`src/rtl/tdsg_pkg.sv`:
```
// Shared types, constants and phase tables for the three-axis DDA step generator.
`timescale 1ns / 1ps

package tdsg_pkg;

    localparam int DEF_STEP_BITS     = 24;
    localparam int DEF_POSITION_BITS = 32;

    localparam int DELTA_W    = 24;
    localparam int CFG_IDX_W  = 3;
    localparam int CFG_DATA_W = 24;
    localparam int POS_OUT_W  = 32;

    // Configuration register indexes
    localparam logic [CFG_IDX_W-1:0] CFG_DELTA_X    = 3'd0;
    localparam logic [CFG_IDX_W-1:0] CFG_DELTA_Y    = 3'd1;
    localparam logic [CFG_IDX_W-1:0] CFG_DELTA_Z    = 3'd2;
    localparam logic [CFG_IDX_W-1:0] CFG_DIRECTION  = 3'd3;
    localparam logic [CFG_IDX_W-1:0] CFG_Z_OUT_EN   = 3'd4;
    localparam logic [CFG_IDX_W-1:0] CFG_SW_ACT_LOW = 3'd5;

    typedef enum logic [1:0] {
        MODE_TICK  = 2'd0,
        MODE_START = 2'd1,
        MODE_ZERO  = 2'd2
    } mode_t;

    // Per-axis control for one transfer in flight
    typedef struct packed {
        logic start;
        logic tick;
        logic zero;
        logic dir;
        logic drive;
        logic blocked;
    } axis_ctrl_t;

    // Gray phase: 00 -> 01 -> 11 -> 10 -> 00
    function automatic logic [1:0] phase_up(input logic [1:0] p);
        logic [1:0] r;
        unique case (p)
            2'b00:   r = 2'b01;
            2'b01:   r = 2'b11;
            2'b11:   r = 2'b10;
            default: r = 2'b00;
        endcase
        return r;
    endfunction

    function automatic logic [1:0] phase_down(input logic [1:0] p);
        logic [1:0] r;
        unique case (p)
            2'b00:   r = 2'b10;
            2'b10:   r = 2'b11;
            2'b11:   r = 2'b01;
            default: r = 2'b00;
        endcase
        return r;
    endfunction

endpackage

```
`src/rtl/three_axis_dda_step_generator_core.sv`:
```
// Top level of the three-axis DDA step generator: handshakes, config and result register.
`timescale 1ns / 1ps

// Channel   Handshake            Payload
// -------   ------------------   -----------------------------------------------
// in        in_valid / in_stall   mode, limit_min, limit_max
// out       out_valid / out_stall x/y/z_phase, stepped, moving, x/y/z_position
// cfg       cfg_valid / cfg_ready cfg_index, cfg_data
//
// One item per cycle while out_stall is low; an item passes the input register,
// then the axis update and the result register in the same edge.
// Reset clears axis state, major count and config to defaults (z output
// enable and active-low switches set). cfg_ready is always high.
// A stalled result holds the result register and, in turn, the input register;
// in_stall rises only while the input register is full and cannot drain.

module three_axis_dda_step_generator_core
    import tdsg_pkg::*;
#(
    parameter int STEP_BITS     = DEF_STEP_BITS,
    parameter int POSITION_BITS = DEF_POSITION_BITS
)
(
    input  logic                        clk,
    input  logic                        rst_n,
    // item input
    input  logic                        in_valid,
    output logic                        in_stall,
    input  logic [1:0]                  mode,
    input  logic [2:0]                  limit_min,
    input  logic [2:0]                  limit_max,
    // result output
    output logic                        out_valid,
    input  logic                        out_stall,
    output logic [1:0]                  x_phase,
    output logic [1:0]                  y_phase,
    output logic [1:0]                  z_phase,
    output logic [2:0]                  stepped,
    output logic                        moving,
    output logic signed [POS_OUT_W-1:0] x_position,
    output logic signed [POS_OUT_W-1:0] y_position,
    output logic signed [POS_OUT_W-1:0] z_position,
    // configuration writes
    input  logic                        cfg_valid,
    output logic                        cfg_ready,
    input  logic [CFG_IDX_W-1:0]        cfg_index,
    input  logic [CFG_DATA_W-1:0]       cfg_data
);

    localparam int ACC_BITS = STEP_BITS + 2;

    // ---------------- configuration ----------------
    logic [DELTA_W-1:0] delta_x_reg, delta_y_reg, delta_z_reg;
    logic [2:0]         direction_reg;
    logic               z_out_en_reg;
    logic               sw_act_low_reg;

    assign cfg_ready = 1'b1;

    always_ff @(posedge clk or negedge rst_n)
    begin
        if (!rst_n)
        begin
            delta_x_reg    <= '0;
            delta_y_reg    <= '0;
            delta_z_reg    <= '0;
            direction_reg  <= '0;
            z_out_en_reg   <= 1'b1;
            sw_act_low_reg <= 1'b1;
        end
        else if (cfg_valid && cfg_ready)
        begin
            unique case (cfg_index)
                CFG_DELTA_X:    delta_x_reg    <= cfg_data;
                CFG_DELTA_Y:    delta_y_reg    <= cfg_data;
                CFG_DELTA_Z:    delta_z_reg    <= cfg_data;
                CFG_DIRECTION:  direction_reg  <= cfg_data[2:0];
                CFG_Z_OUT_EN:   z_out_en_reg   <= cfg_data[0];
                CFG_SW_ACT_LOW: sw_act_low_reg <= cfg_data[0];
                default:        ; // unmapped index, dropped
            endcase
        end
    end

    // ---------------- input register ----------------
    logic       in_vld_reg;
    logic [1:0] mode_reg;
    logic [2:0] lmin_reg, lmax_reg;
    logic       out_vld_reg;
    logic       adv;     // result register can take a new value
    logic       fire;    // item in input register is processed this cycle

    assign adv      = !out_vld_reg || !out_stall;
    assign fire     = in_vld_reg && adv;
    assign in_stall = in_vld_reg && !adv;

    always_ff @(posedge clk or negedge rst_n)
    begin
        if (!rst_n)
        begin
            in_vld_reg <= 1'b0;
        end
        else if (!in_stall)
        begin
            in_vld_reg <= in_valid;
        end
    end

    always_ff @(posedge clk)
    begin
        if (in_valid && !in_stall)
        begin
            mode_reg <= mode;
            lmin_reg <= limit_min;
            lmax_reg <= limit_max;
        end
    end

    // ---------------- move setup ----------------
    logic                 is_tick, is_start, is_zero;
    logic [STEP_BITS-1:0] dx, dy, dz;
    logic [STEP_BITS-1:0] major_reg, major_next, max_xy;
    logic [ACC_BITS-1:0]  preset;

    assign is_tick  = fire && (mode_reg == MODE_TICK);
    assign is_start = fire && (mode_reg == MODE_START);
    assign is_zero  = fire && (mode_reg == MODE_ZERO);

    assign dx = STEP_BITS'(delta_x_reg);
    assign dy = STEP_BITS'(delta_y_reg);
    assign dz = STEP_BITS'(delta_z_reg);

    assign max_xy     = (dy > dx) ? dy : dx;
    assign major_next = (dz > max_xy) ? dz : max_xy;
    // accumulators start at minus half the major count
    assign preset     = ACC_BITS'(0) - ACC_BITS'(major_next >> 1);

    always_ff @(posedge clk or negedge rst_n)
    begin
        if (!rst_n)
        begin
            major_reg <= '0;
        end
        else if (is_start)
        begin
            major_reg <= major_next;
        end
    end

    // ---------------- axes ----------------
    axis_ctrl_t               ctrl_x, ctrl_y, ctrl_z;
    logic [2:0]               press_min, press_max;
    logic [2:0]               allowed_v, stepped_v;
    logic [1:0]               ph_x, ph_y, ph_z;
    logic [POSITION_BITS-1:0] pos_x, pos_y, pos_z;

    // raw level XOR sense gives "pressed"
    assign press_min = lmin_reg ^ {3{sw_act_low_reg}};
    assign press_max = lmax_reg ^ {3{sw_act_low_reg}};

    always_comb
    begin
        ctrl_x.start   = is_start;
        ctrl_x.tick    = is_tick;
        ctrl_x.zero    = is_zero;
        ctrl_x.dir     = direction_reg[0];
        ctrl_x.drive   = 1'b1;
        ctrl_x.blocked = direction_reg[0] ? press_max[0] : press_min[0];

        ctrl_y.start   = is_start;
        ctrl_y.tick    = is_tick;
        ctrl_y.zero    = is_zero;
        ctrl_y.dir     = direction_reg[1];
        ctrl_y.drive   = 1'b1;
        ctrl_y.blocked = direction_reg[1] ? press_max[1] : press_min[1];

        ctrl_z.start   = is_start;
        ctrl_z.tick    = is_tick;
        ctrl_z.zero    = is_zero;
        ctrl_z.dir     = direction_reg[2];
        ctrl_z.drive   = z_out_en_reg;   // z steps count but phase holds when off
        ctrl_z.blocked = direction_reg[2] ? press_max[2] : press_min[2];
    end

    tdsg_axis #(.STEP_BITS(STEP_BITS), .POSITION_BITS(POSITION_BITS)) u_axis_x
    (
        .clk           (clk),
        .rst_n         (rst_n),
        .ctrl          (ctrl_x),
        .delta         (dx),
        .major         (major_reg),
        .preset        (preset),
        .allowed       (allowed_v[0]),
        .stepped       (stepped_v[0]),
        .phase_next    (ph_x),
        .position_next (pos_x)
    );

    tdsg_axis #(.STEP_BITS(STEP_BITS), .POSITION_BITS(POSITION_BITS)) u_axis_y
    (
        .clk           (clk),
        .rst_n         (rst_n),
        .ctrl          (ctrl_y),
        .delta         (dy),
        .major         (major_reg),
        .preset        (preset),
        .allowed       (allowed_v[1]),
        .stepped       (stepped_v[1]),
        .phase_next    (ph_y),
        .position_next (pos_y)
    );

    tdsg_axis #(.STEP_BITS(STEP_BITS), .POSITION_BITS(POSITION_BITS)) u_axis_z
    (
        .clk           (clk),
        .rst_n         (rst_n),
        .ctrl          (ctrl_z),
        .delta         (dz),
        .major         (major_reg),
        .preset        (preset),
        .allowed       (allowed_v[2]),
        .stepped       (stepped_v[2]),
        .phase_next    (ph_z),
        .position_next (pos_z)
    );

    // ---------------- result register ----------------
    always_ff @(posedge clk or negedge rst_n)
    begin
        if (!rst_n)
        begin
            out_vld_reg <= 1'b0;
        end
        else if (adv)
        begin
            out_vld_reg <= in_vld_reg;
        end
    end

    // positions leave as their low 32 bits, zero-filled if narrower
    always_ff @(posedge clk)
    begin
        if (fire)
        begin
            x_phase    <= ph_x;
            y_phase    <= ph_y;
            z_phase    <= ph_z;
            stepped    <= stepped_v;
            moving     <= |allowed_v;
            x_position <= signed'(POS_OUT_W'(pos_x));
            y_position <= signed'(POS_OUT_W'(pos_y));
            z_position <= signed'(POS_OUT_W'(pos_z));
        end
    end

    assign out_valid = out_vld_reg;

    // ---------------- checks ----------------
    a_step_needs_move: assert property (@(posedge clk) disable iff (!rst_n)
        out_vld_reg |-> ((stepped & ~{3{moving}}) == 3'b000))
        else $error("axis stepped without being allowed");

    a_start_no_step: assert property (@(posedge clk) disable iff (!rst_n)
        (fire && mode_reg != MODE_TICK) |=> (stepped == 3'b000 && !moving))
        else $error("non-tick item reported motion");

    a_fire_fills_out: assert property (@(posedge clk) disable iff (!rst_n)
        fire |=> out_vld_reg)
        else $error("processed item lost before result register");

    a_stall_only_full: assert property (@(posedge clk) disable iff (!rst_n)
        in_stall |-> (in_vld_reg && out_vld_reg && out_stall))
        else $error("input stalled while pipeline can drain");

endmodule

```
`src/rtl/tdsg_axis.sv`:
```
// One DDA axis: remaining count, accumulator, Gray phase and position.
`timescale 1ns / 1ps

module tdsg_axis
    import tdsg_pkg::*;
#(
    parameter int STEP_BITS     = DEF_STEP_BITS,
    parameter int POSITION_BITS = DEF_POSITION_BITS
)
(
    input  logic                     clk,
    input  logic                     rst_n,
    input  axis_ctrl_t               ctrl,
    input  logic [STEP_BITS-1:0]     delta,
    input  logic [STEP_BITS-1:0]     major,
    input  logic [STEP_BITS+1:0]     preset,
    output logic                     allowed,
    output logic                     stepped,
    output logic [1:0]               phase_next,
    output logic [POSITION_BITS-1:0] position_next
);

    localparam int ACC_BITS = STEP_BITS + 2;

    logic [STEP_BITS-1:0]     remaining_reg, remaining_next;
    logic [ACC_BITS-1:0]      accum_reg, accum_next;
    logic [1:0]               phase_reg;
    logic [POSITION_BITS-1:0] position_reg;
    logic [ACC_BITS-1:0]      acc_sum;

    assign allowed = ctrl.tick && (remaining_reg != '0) && !ctrl.blocked;
    assign acc_sum = accum_reg + ACC_BITS'(delta);
    // step only on a strictly positive sum
    assign stepped = allowed && !acc_sum[ACC_BITS-1] && (acc_sum != '0);

    always_comb
    begin
        accum_next     = accum_reg;
        remaining_next = remaining_reg;
        phase_next     = phase_reg;
        position_next  = position_reg;
        if (ctrl.start)
        begin
            accum_next     = preset;
            remaining_next = delta;
        end
        else if (ctrl.zero)
        begin
            position_next = '0;
        end
        else if (allowed)
        begin
            accum_next = stepped ? (acc_sum - ACC_BITS'(major)) : acc_sum;
            if (stepped)
            begin
                remaining_next = remaining_reg - STEP_BITS'(1);
                position_next  = ctrl.dir ? (position_reg + POSITION_BITS'(1))
                                          : (position_reg - POSITION_BITS'(1));
                if (ctrl.drive)
                begin
                    phase_next = ctrl.dir ? phase_up(phase_reg) : phase_down(phase_reg);
                end
            end
        end
    end

    always_ff @(posedge clk or negedge rst_n)
    begin
        if (!rst_n)
        begin
            remaining_reg <= '0;
            accum_reg     <= '0;
            phase_reg     <= '0;
            position_reg  <= '0;
        end
        else
        begin
            remaining_reg <= remaining_next;
            accum_reg     <= accum_next;
            phase_reg     <= phase_next;
            position_reg  <= position_next;
        end
    end

endmodule

```
`config.mk`:
```
export PLATFORM = sky130hd
export DESIGN_NAME = three_axis_dda_step_generator_core
export DESIGN_NICKNAME = d
export VERILOG_FILES = /design/src/rtl/tdsg_pkg.sv /design/src/rtl/three_axis_dda_step_generator_core.sv /design/src/rtl/tdsg_axis.sv
export SDC_FILE = /design/constraint.sdc
export NUM_CORES = 1
export LEC_CHECK = 0
export BUFFER_PORTS_ARGS = -buffer_cell sky130_fd_sc_hd__buf_2
export CELL_PAD_IN_SITES_DETAIL_PLACEMENT = 1
export CELL_PAD_IN_SITES_GLOBAL_PLACEMENT = 1
export CORE_ASPECT_RATIO = 0.6
export CORE_MARGIN = 8
export CORE_UTILIZATION = 49
export CTS_CLUSTER_DIAMETER = 200
export DETAILED_ROUTE_END_ITERATION = 8
export GPL_TIMING_DRIVEN = 0
export PLACE_DENSITY = 0.81
export SLEW_MARGIN = 30
export SYNTH_ARGS = -nofsm -noshare
export SYNTH_HDL_FRONTEND = slang
export SYNTH_HIERARCHICAL = 1
export SYNTH_SLANG_ARGS = --single-unit
```
`constraint.sdc`:
```
create_clock -name clk -period 8.6 [get_ports clk]
set_input_delay 0.86 -clock clk [delete_from_list [all_inputs] [get_ports clk]]
set_output_delay 0.86 -clock clk [all_outputs]
set_load 0.005 [all_outputs]
```
## Word-level counts from Yosys, hierarchy flattened

Cells that the tools add are included.

- Latch bits: 0
- Input port bits: 40
- ROM bits: 0
- Memories: 0
- Register bits after elaboration: 469
- RAM bits: 0
- Logic and storage cells: 194

- Divide/modulo/power cells: 0
- Multiply operators: 0
- Shift-type cells: 0
- Add/subtract/negate cells: 16
- Multiplexer cells: 66
- Bitwise logic cells: 2
- Equal/unequal tests: 17
- Reductions and logical operators: 59
- Magnitude comparators: 2

Operators with widths:

| kind | number |
|---|---|
| 2-to-1 mux 32 bit | 15 |
| 2-to-1 mux 24 bit | 14 |
| 2-to-1 mux 26 bit | 12 |
| adder 32 x 1 -> 32 bit, second input constant | 3 |
| subtractor 32 x 1 -> 32 bit, second input constant | 3 |
| adder 26 x 24 -> 26 bit | 3 |
| nonzero test 26 bit | 3 |
| subtractor 26 x 24 -> 26 bit | 3 |
| nonzero test 24 bit | 3 |
| subtractor 24 x 1 -> 24 bit, second input constant | 3 |
| > comparator 24 bit | 2 |
| case mux 2 bit (3 select lines) | 6 |
| 2-to-1 mux 2 bit | 16 |
| subtractor 1 x 23 -> 24 bit, first input constant | 1 |
| logical AND 1 bit | 18 |
| AND reduction 2 bit | 9 |
| == test 2 bit, second input constant | 7 |
| nonzero test 2 bit | 6 |
| logical NOT 1 bit | 10 |
| AND reduction 3 bit | 3 |
| == test 2 x 1 -> 1 bit, second input constant | 4 |
| logical NOT 2 bit | 4 |
| == test 3 x 2 -> 1 bit, second input constant | 2 |
| == test 3 bit, second input constant | 2 |
| 7 further kinds | 10 |

## Depth between registers and ports, before layout

Gate-level depths: netlist (run 1).

- Depth after elaboration: 12
- Mapped depth: 32
- Mapped depth without buffers: 27

## By module

Netlist (run 1), hierarchy kept.

Modules (own cells, without submodules):

| module | cells an instance | area an instance (sq um) | instances | sequential area each (sq um) |
|---|---|---|---|---|
| three_axis_dda_step_generator_core | 813 | 9965.8 | 1 | 6003.3 |
| tdsg_axis (u_axis_x) | 1081 | 8643.3 | 1 | 2102.0 |
| tdsg_axis (u_axis_z) | 1046 | 8628.3 | 1 | 2102.0 |
| tdsg_axis (u_axis_y) | 1035 | 8164.1 | 1 | 2102.0 |

## Least setup slack after synthesis (run 1)

OpenSTA, ideal clock, no wires.

- Path type: register to register
- Start: register delta_x_reg[23]
- End: register u_axis_x.accum_reg[22]
- Required time: 8.460 ns
- Cell stages (with the launch flop): 32
- Setup time: 0.140 ns
- Data arrival time: 6.811 ns
- Slack: 1.649 ns
- Path through: dfrtp_1 > inv_1 > ha_1 > nand4_4 > or4_4 > a311o_1 > nand3_1 > nand2_2 > buf_2 > buf_2 > mux2i_1 > ha_1 > a211oi_1 > o21ai_0 > a221o_1 > a211oi_1 > a21o_1 > clkbuf_1 > buf_2 > clkbuf_1 > nand2_1 > o21ai_0 > ha_1 > o21ai_0 > a2111oi_4 > nand3_2 > nor4b_2 > xor2_1 > and2_1 > a31o_2 > o41ai_1 > o211ai_1

- Elaborated cells on any way between the ends: 14
- Classes of those cells: add/sub: 2; order compare: 2; mux: 6; reduce/logical: 4

RTL lines:

| item | line | text |
|---|---|---|
| from (decl) | three_axis_dda_step_generator_core.sv:53 | `logic [DELTA_W-1:0] delta_x_reg, delta_y_reg, delta_z_reg;` |
| from (signal assigned) | three_axis_dda_step_generator_core.sv:74 | `CFG_DELTA_X: delta_x_reg <= cfg_data;` |
| > comparator 24 bit | three_axis_dda_step_generator_core.sv:133 | `assign max_xy = (dy > dx) ? dy : dx;` |
| 2-to-1 mux 24 bit * | three_axis_dda_step_generator_core.sv:133 |  |
| > comparator 24 bit | three_axis_dda_step_generator_core.sv:134 | `assign major_next = (dz > max_xy) ? dz : max_xy;` |
| 2-to-1 mux 24 bit * | three_axis_dda_step_generator_core.sv:134 |  |
| subtractor 1 x 23 -> 24 bit * | three_axis_dda_step_generator_core.sv:136 | `assign preset = ACC_BITS'(0) - ACC_BITS'(major_next >> 1);` |
| named net preset[22] | three_axis_dda_step_generator_core.sv:123 | `logic [ACC_BITS-1:0] preset;` |
| 2-to-1 mux 26 bit * | tdsg_axis.sv:42 | `if (ctrl.start)` |
| to (signal assigned) | tdsg_axis.sv:79 | `accum_reg <= accum_next;` |
| to (decl) | tdsg_axis.sv:26 | `logic [ACC_BITS-1:0] accum_reg, accum_next;` |

The timed path passes the listed nets; every way through them passes the cells marked *. The select of a mux whose other input is x is not followed.
A chain may end at the register's enable or synchronous reset.

## Final worst setup path (run 1)

- Start: register delta_y_reg[23]
- End: register u_axis_x.accum_reg[22]

- Longest elaborated chain between the ends: 6

Ends and longest elaborated chain:

| item | line | text |
|---|---|---|
| from (decl) | three_axis_dda_step_generator_core.sv:53 |  |
| from (signal assigned) | three_axis_dda_step_generator_core.sv:75 | `CFG_DELTA_Y: delta_y_reg <= cfg_data;` |
| > comparator 24 bit | three_axis_dda_step_generator_core.sv:133 |  |
| 2-to-1 mux 24 bit * | three_axis_dda_step_generator_core.sv:133 |  |
| > comparator 24 bit | three_axis_dda_step_generator_core.sv:134 |  |
| 2-to-1 mux 24 bit * | three_axis_dda_step_generator_core.sv:134 |  |
| subtractor 1 x 23 -> 24 bit * | three_axis_dda_step_generator_core.sv:136 |  |
| named net preset[22] | three_axis_dda_step_generator_core.sv:123 |  |
| 2-to-1 mux 26 bit * | tdsg_axis.sv:42 |  |

The timed path passes the listed nets; every way through them passes the cells marked *.

==> results.md, run 1 <==
* Residual DRC at 0
* Yosys reg bits at roughly 470
* Met2 usage at between 40% and 50%
* Max_slew headroom at about 25%
* Post-synth EDFFs at between 100 and 150
* Fin crit share at between 90% and 100%
* Crit path max fanout at 19
* Setup WS pre-CTS at -1.116 ns
* Crit-path slowest cell: or4_4
* CTS Sinks at about 470
* Yosys cell types at 109
* CP arrival at 8.67 ns
* Seq pwr share at about a fifth
* Gate Count Post-Synth at between 3,000 and 4,000
* WP data required at ~9.1 ns
* Seq/Total Area, Yosys at between 30% and 40%
* Tightest Pin Transition at roughly 1.1 ns
* Total Wirelength at roughly 140 mm
* Adder-cell share of the synthesized area at 10.60%
* Synth top area cells: dfrtp_1 25%, ha_1 10%, edfxtp_1 9.7%, xnor2_1 4.9%, o21ai_0 4.8%
* Largest net degree at the start of global routing at between 70 and 80
* Floorplan core area at 0.07160 mm2
* Max Freq at 122.3 MHz
* Synth Cell Area at approximately 0.035 mm2
* Layout area overhead at 11.83%
* Mean routed wirelength per cell at roughly 27 um
* Initial antenna violation count at 15
* YS warnings at 6
* Vias/cell at between 6 and 7
* # fillers at ~8,500
* Clock buffer depth at 3
* Max-cap violations at 0
* Routability cong. at 0.9990
* I/O Buffers at 147
* Endpoints failing hold at 0
* Seq. cell area at 0.01232 mm2
* Root Driver: clkbuf_16
* Worst r2r src: delta_y_reg[23]$_DFFE_PN0P_
* Worst hold path class: input pin to async pin
* Global-route wire length before repair at between 200 and 250 mm
* Site Rows at 76
* Status: completed
* Largest family of logic cells by synthesized area: compound AO/OA/AOI/OAI gates
* FFs w/ async S/R, synth at around three quarters
* Power Internal at approximately 9000 uW
* Share of Yosys cell area claimed by the top area cell type at 24.95%
* Drt pass-1 iters at 5
* Tmin final at 8.174 ns
* Clock latency on the worst-skew pair at 0.64 ns
* CP peak stage delay at between 0.6 and 0.7 ns
* Gr usage total at around 34%
* # placed instances at ~5,100
* Drt initial violations at ~3,500
* # nets final at 4,524
* Crit path setup slack, layout at roughly 0.43 ns
* Met1 Use GR at 48.38%
* Most used flip-flop cell after synthesis: dfrtp_1
* Multi-input gate area at about 0.022 mm2
* Vias in the first global route at around 34,000
* Pwr dens at roughly 480 mW/mm2
* CP Launch Type: flop
* Worst-path clk slew at around 0.07 ns
* Clock Power Share at about an eighth
* Layout cells sized above 1 at about 11%
* RSZ-0062 raised after global routing: false
* Layer with the highest usage: met1
* Compound-cell area share of the yosys netlist at a little over a fifth
* DP Wirelength at approximately 110 mm
* Setup crit end kind: flop
* Area leader, netlist: dfrtp_1
* Grt ovf at 0
* Final Cell Area at 0.03959 mm2
* Post-synthesis mux area share at 3.541%
* WS Path Type: flop to flop
* Slew Viols, Final at 0
* Post-DRT Antenna Nets at 0
* H-tree Lvls at 2
* Util after Layout at between 50% and 60%
* Synthesized area per cell at about 9 um2
* DIE WIDTH at about 360 um
* Final Skew at roughly 0.028 ns
* XOR/XNOR share of the synthesized area at under 10%
* Worst r2r dst: u_axis_x/accum_reg[22]$_DFFE_PN0P_
* Io pins at 149
* Switching pwr at 9869 uW
* Comb power frac at between 60% and 70%
* Die height at ~220 um
* Post-Layout Cell Count at approximately 5,200
* CTS Buf Count at 50
* Switching Fraction at between 50% and 60%
* M3 GR Usage at 10.89%
* Vias after detailed routing at 33,790
* Die area at 0.08139 mm2
* Reg2Reg Setup Slack at 0.43 ns
* Simple-Gate Fraction of Synth Area at approximately 17%
* Worst VDD drop at 382.0 uV
* Initial Utilization at roughly half
* CTS tree: built
* Cts hold-fix bufs at 0
* Pleak at between 0.015 and 0.02 uW
* Placed inst area at 0.03768 mm2
* Final setup violation count at 0
* R2r worst-path depth at 29
-- kinds of logic (layout without fill, tap and decap cells) --
logic type,after synthesis,in the layout
flops,469,469
buf+inv,381,638
fa+ha+maj,295,295
other cells,1,11
simple gates,1203,1203
xor+xnor,293,293
mux,118,118
compound gates,1215,1215
-- cell type report --
type	instances	share of cell area [%]
clock inverters	36	0.9608
multi-input cells	3127	54.95
flip-flops and latches	469	31.13
inverters	227	2.165
plain buffers	153	1.719
clock buffers	58	3.391
diodes	8	0.05057
well taps	975	3.081
repair buffers	164	2.554
-- placed cells by master, fill, tap and decap left out, drive strengths merged, types with 29 or more instances in the layout --
cell / instances
xor2: 91
mux2: 58
or2: 29
and3: 59
dfrtp: 353
nor4: 49
nand2b: 44
o21ai: 357
o21a: 40
nor2: 217
a21o: 95
a21oi: 306
nand2: 378
o31ai: 34
ha: 283
mux2i: 60
buf: 207
a31oi: 32
nand4: 35
clkbuf: 168
edfxtp: 114
a22oi: 67
nor2b: 49
or3: 57
inv: 230
nand3: 74
xnor2: 200
nor3b: 29
nor3: 92
a211oi: 35
-- synth_stat cells, types with 43 or more instances --
master / count
clkbuf_1: 110
nand2_1: 375
inv_1: 225
mux2_2: 56
edfxtp_1: 114
mux2i_1: 60
nand3_1: 73
ha_1: 283
a21o_1: 95
xnor2_1: 200
nor2_1: 217
nor3_1: 90
a22oi_1: 67
xor2_1: 90
a21oi_1: 304
nand2b_1: 43
nor2b_1: 49
or3_1: 51
nor4_1: 45
and3_1: 59
dfrtp_1: 353
o21ai_0: 340
-- worst max-delay path: cells and delay by family (launching register included) --
kind	cells	cell delay (ns)
buffers and inverters	4	1.04
AOI/OAI and AO/OA	12	2.80
DFF	1	0.57
adders and majority gates	3	1.09
muxes	1	0.29
and+or+nand+nor	8	2.04
xor gates and xnor gates	1	0.19
-- what timing repair did --
action	in CTS	in global routing
pin swaps	3	4
gates resized for setup	21	9
endpoints found under the setup margin	31	27
buffers inserted	1	5
-- power by group through the flow --
| stage | logic (uW) | registers (uW) | clock network (uW) |
|---|---|---|---|
| floorplan | 8630 | 3410 | 0 |
| global placement | 11500 | 3840 | 0 |
| detailed placement | 12000 | 3860 | 0 |
| CTS | 12100 | 3830 | 2370 |
| global route | 13600 | 3920 | 2440 |
| finish | 12700 | 3900 | 2340 |
-- routing by layer --
metal  vias to the layer above  wire length [um]
met5                         -                80
met4                        12              5265
met3                       303             16180
met2                      1577             56360
met1                     16850             63140
li1                      15040                 -
-- worst max path at each step --
stage,startpoint,endpoint,cells past startpoint
5_1_grt,delta_x_reg[19]$_DFFE_PN0P_,u_axis_x/accum_reg[22]$_DFFE_PN0P_,30
3_3_place_gp,out_stall,z_position[27]$_DFFE_PP_,12
2_1_floorplan,delta_x_reg[23]$_DFFE_PN0P_,u_axis_x/accum_reg[22]$_DFFE_PN0P_,31
6_report,delta_y_reg[23]$_DFFE_PN0P_,u_axis_x/accum_reg[22]$_DFFE_PN0P_,29
3_5_place_dp,delta_x_reg[9]$_DFFE_PN0P_,u_axis_x/accum_reg[22]$_DFFE_PN0P_,31
4_1_cts,delta_x_reg[19]$_DFFE_PN0P_,u_axis_x/accum_reg[22]$_DFFE_PN0P_,31
-- metrics by stage --
step | hold slack, ns | setup TNS, ns | power, uW
finish | 0.1425 | 0 | 18910
global route | 0.1632 | 0 | 20010
CTS | 0.1331 | 0 | 18320
detailed placement | 0.4746 | -23.40 | 15820
global placement | 0.4682 | -548.10 | 15370
floorplan | 0.4574 | 0 | 12040
No activity file was read; power rests on OpenSTA's default activity.
==> run 2: changes to the inputs <==
--- a/config.mk
+++ b/config.mk
@@ -17,2 +17,3 @@
 export PLACE_DENSITY = 0.81
+export REMOVE_ABC_BUFFERS = 1
 export SLEW_MARGIN = 30
--- a/constraint.sdc
+++ b/constraint.sdc
@@ -3,2 +3,2 @@
 set_output_delay 0.86 -clock clk [all_outputs]
-set_load 0.005 [all_outputs]
+set_load 0.1 [all_outputs]
==> run 2 against run 1 <==
First-iteration DRC count shrank 19%. Utilization shrank 0.28 points. Maximum frequency shrank 1.1%. Setup slack lost 0.093 ns. Critical endpoint unchanged.
==> results.md, run 2 (synthesized netlist as in run 1, its figures left out) <==
* Root Driver: clkbuf_16
* Tmin final at about 8.3 ns
* Post-Layout Cell Count at 5,102
* Grt ovf at 0
* CP arrival at between 8 and 9 ns
* Clock Power Share at 12.4%
* Commonest non-fill, non-tap cell in the layout: nand2_1
* DIE WIDTH at between 300 and 400 um
* Drt pass-1 iters at 6
* Final Skew at roughly 0.028 ns
* Slew Viols, Final at 0
* Clock latency on the worst-skew pair at between 0.6 and 0.7 ns
* WL met1 at roughly 58 mm
* # nets final at roughly 4,400
* Setup crit end kind: flop
* Final Cell Area at 0.03939 mm2
* DP Wirelength at between 90 and 100 mm
* Vias in the first global route at 33,010
* Fin crit share at a little over nine tenths
* Max Used Layer: met4
* Metal2 WL at 52.98 mm
* Layout area overhead at 11.26%
* Mean routed wirelength per cell at 24.70 um
* Seq pwr share at a little over 20%
* Global-route wire length before repair at roughly 190 mm
* Floorplan core area at 0.07160 mm2
* Pwr dens at 481.9 mW/mm2
* Worst-path clk slew at ~0.07 ns
* Setup TNS Final at 0 ns
* RSZ-0062 raised after global routing: false
* Initial Utilization at between 40% and 50%
* Most frequent cells in the layout: 374 x nand2_1, 342 x dfrtp_1, 339 x o21ai_0
* Pleak at approximately 0.017 uW
* Die area at 0.08139 mm2
* Comb power frac at about two thirds
* # placed instances at roughly 5,000
* Max-cap violations at 0
* Io pins at 149
* Largest net degree at the start of global routing at approximately 130
* Worst hold path class: input pin to async pin
* Layout cells sized above 1 at 11.53%
* Initial antenna violation count at 7
* Post-DRT Antenna Nets at 0
* Worst VDD drop at about 230 uV
* CP Launch Type: flop
* Status: completed
* Placed inst area at 0.03752 mm2
* Vias/cell at around 6.3
* Site Rows at 76
* Endpoints failing hold at 0
* Reg2Reg Setup Slack at around 0.33 ns
* CTS Sinks at between 400 and 500
* Switching Fraction at ~52%
* Gr usage total at around 30%
* Power Internal at roughly 9100 uW
* Util after Layout at 55.01%
* WP data required at 9.08 ns
* Routability cong. at a little over 0.9
* I/O Buffers at ~150
* H-tree Lvls at 2
* CTS tree: built
* Max Freq at around 120 MHz
* Power Total at 18,980 uW
* Drt initial violations at approximately 2,800
* Clock buffer depth at 3
* Max_slew headroom at 29.83%
* WS Path Type: flop to flop
* Vias after detailed routing at about 32,000
* CTS Buf Count at 50
* Crit path max fanout at 27
* Postcts setup bufs at 0
* Tightest Pin Transition at around 1.1 ns
* Residual DRC at 0
* Final setup violation count at 0
* Die height at 224.2 um
* Met3 wire len at roughly 12 mm
* Total Wirelength at ~130 mm
* Switching pwr at between 9000 and 10,000 uW
run 2: changes by cell type in the layout (fill, tap and decap cells not counted), moves of 4 or more:
cell,previous run,this run
buf_1,5,0
buf_16,7,13
buf_2,171,153
buf_4,18,27
clkbuf_1,111,7
clkinvlp_4,7,3
xnor2_1,189,193
xnor2_2,11,7
run 2: per-layer routing:
metal | vias up | global-route usage [%]
li1 | 14810 | -
met1 | 16230 | 42.98
met2 | 1080 | 43.83
met3 | 173 | 8.711
met4 | 0 | 7.644
met5 | - | 0
run 2: critical path, cell delays in order, from the launching register on:
cell	delay (ns)
dfrtp_1	0.62
inv_1	0.17
ha_1	0.38
nand4_4	0.17
or4_4	0.61
a311o_1	0.39
nand3_1	0.20
nand2_4	0.31
mux2i_1	0.38
ha_1	0.31
a211oi_1	0.21
o21ai_0	0.14
a221o_1	0.38
a211oi_1	0.44
a21o_4	0.36
buf_16	0.19
nand2_1	0.06
o21ai_0	0.16
ha_1	0.32
o21ai_0	0.29
a2111oi_4	0.45
nand3_2	0.17
nor4b_2	0.42
xor2_2	0.25
and2_1	0.23
a31o_2	0.21
o41ai_1	0.06
o211ai_1	0.16
run 2: power groups by stage:
| stage | registers, uW | clock network, uW | logic [uW] |
|---|---|---|---|
| finish | 3840 | 2350 | 12800 |
| floorplan | 4050 | 0 | 8610 |
| global placement | 3790 | 0 | 11700 |
| detailed placement | 3810 | 0 | 12200 |
| global route | 3880 | 2460 | 13900 |
| CTS | 3780 | 2380 | 12400 |
run 2: final cells by class:
type                    count  area (um2)
multi-input cells        3127       21770
clock inverters            29       355.3
well taps                 975        1220
clock buffers              64        1374
inverters                 227       864.6
diodes                      7       17.52
flip-flops and latches    469       12320
fillers                  8291       32220
repair buffers            204        1465
run 2: repair_timing:
item                                    4_1_cts  5_1_grt
hold buffers                                  0        0
endpoints found under the setup margin        6       24
gates resized for setup                       3       17
run 2: path summary, 6_finish.rpt:
check	startpoint	endpoint	depth (start not counted)
worst max-delay path	delta_x_reg[22]$_DFFE_PN0P_	u_axis_x/accum_reg[22]$_DFFE_PN0P_	27
worst min-delay path	rst_n	u_axis_y/remaining_reg[0]$_DFFE_PN0P_	1
worst max register to register	delta_x_reg[22]$_DFFE_PN0P_	u_axis_x/accum_reg[22]$_DFFE_PN0P_	27
worst min register to register	in_vld_reg$_DFFE_PN0N_	out_valid$_DFFE_PN0N_	1
max in group asynchronous	rst_n	u_axis_x/position_reg[30]$_DFF_PN0_	4
min in group clk	limit_min[1]	lmin_reg[1]$_DFFE_PP_	1
run 2: through the flow:
step	hold WS [ns]	setup WS, ns
2_1_floorplan	0.4574	-3.836
3_3_place_gp	0.4682	-13.12
3_5_place_dp	0.5150	-0.002770
4_1_cts	0.2085	0.00004707
5_1_grt	0.2479	0.02712
6_report	0.2055	0.3327
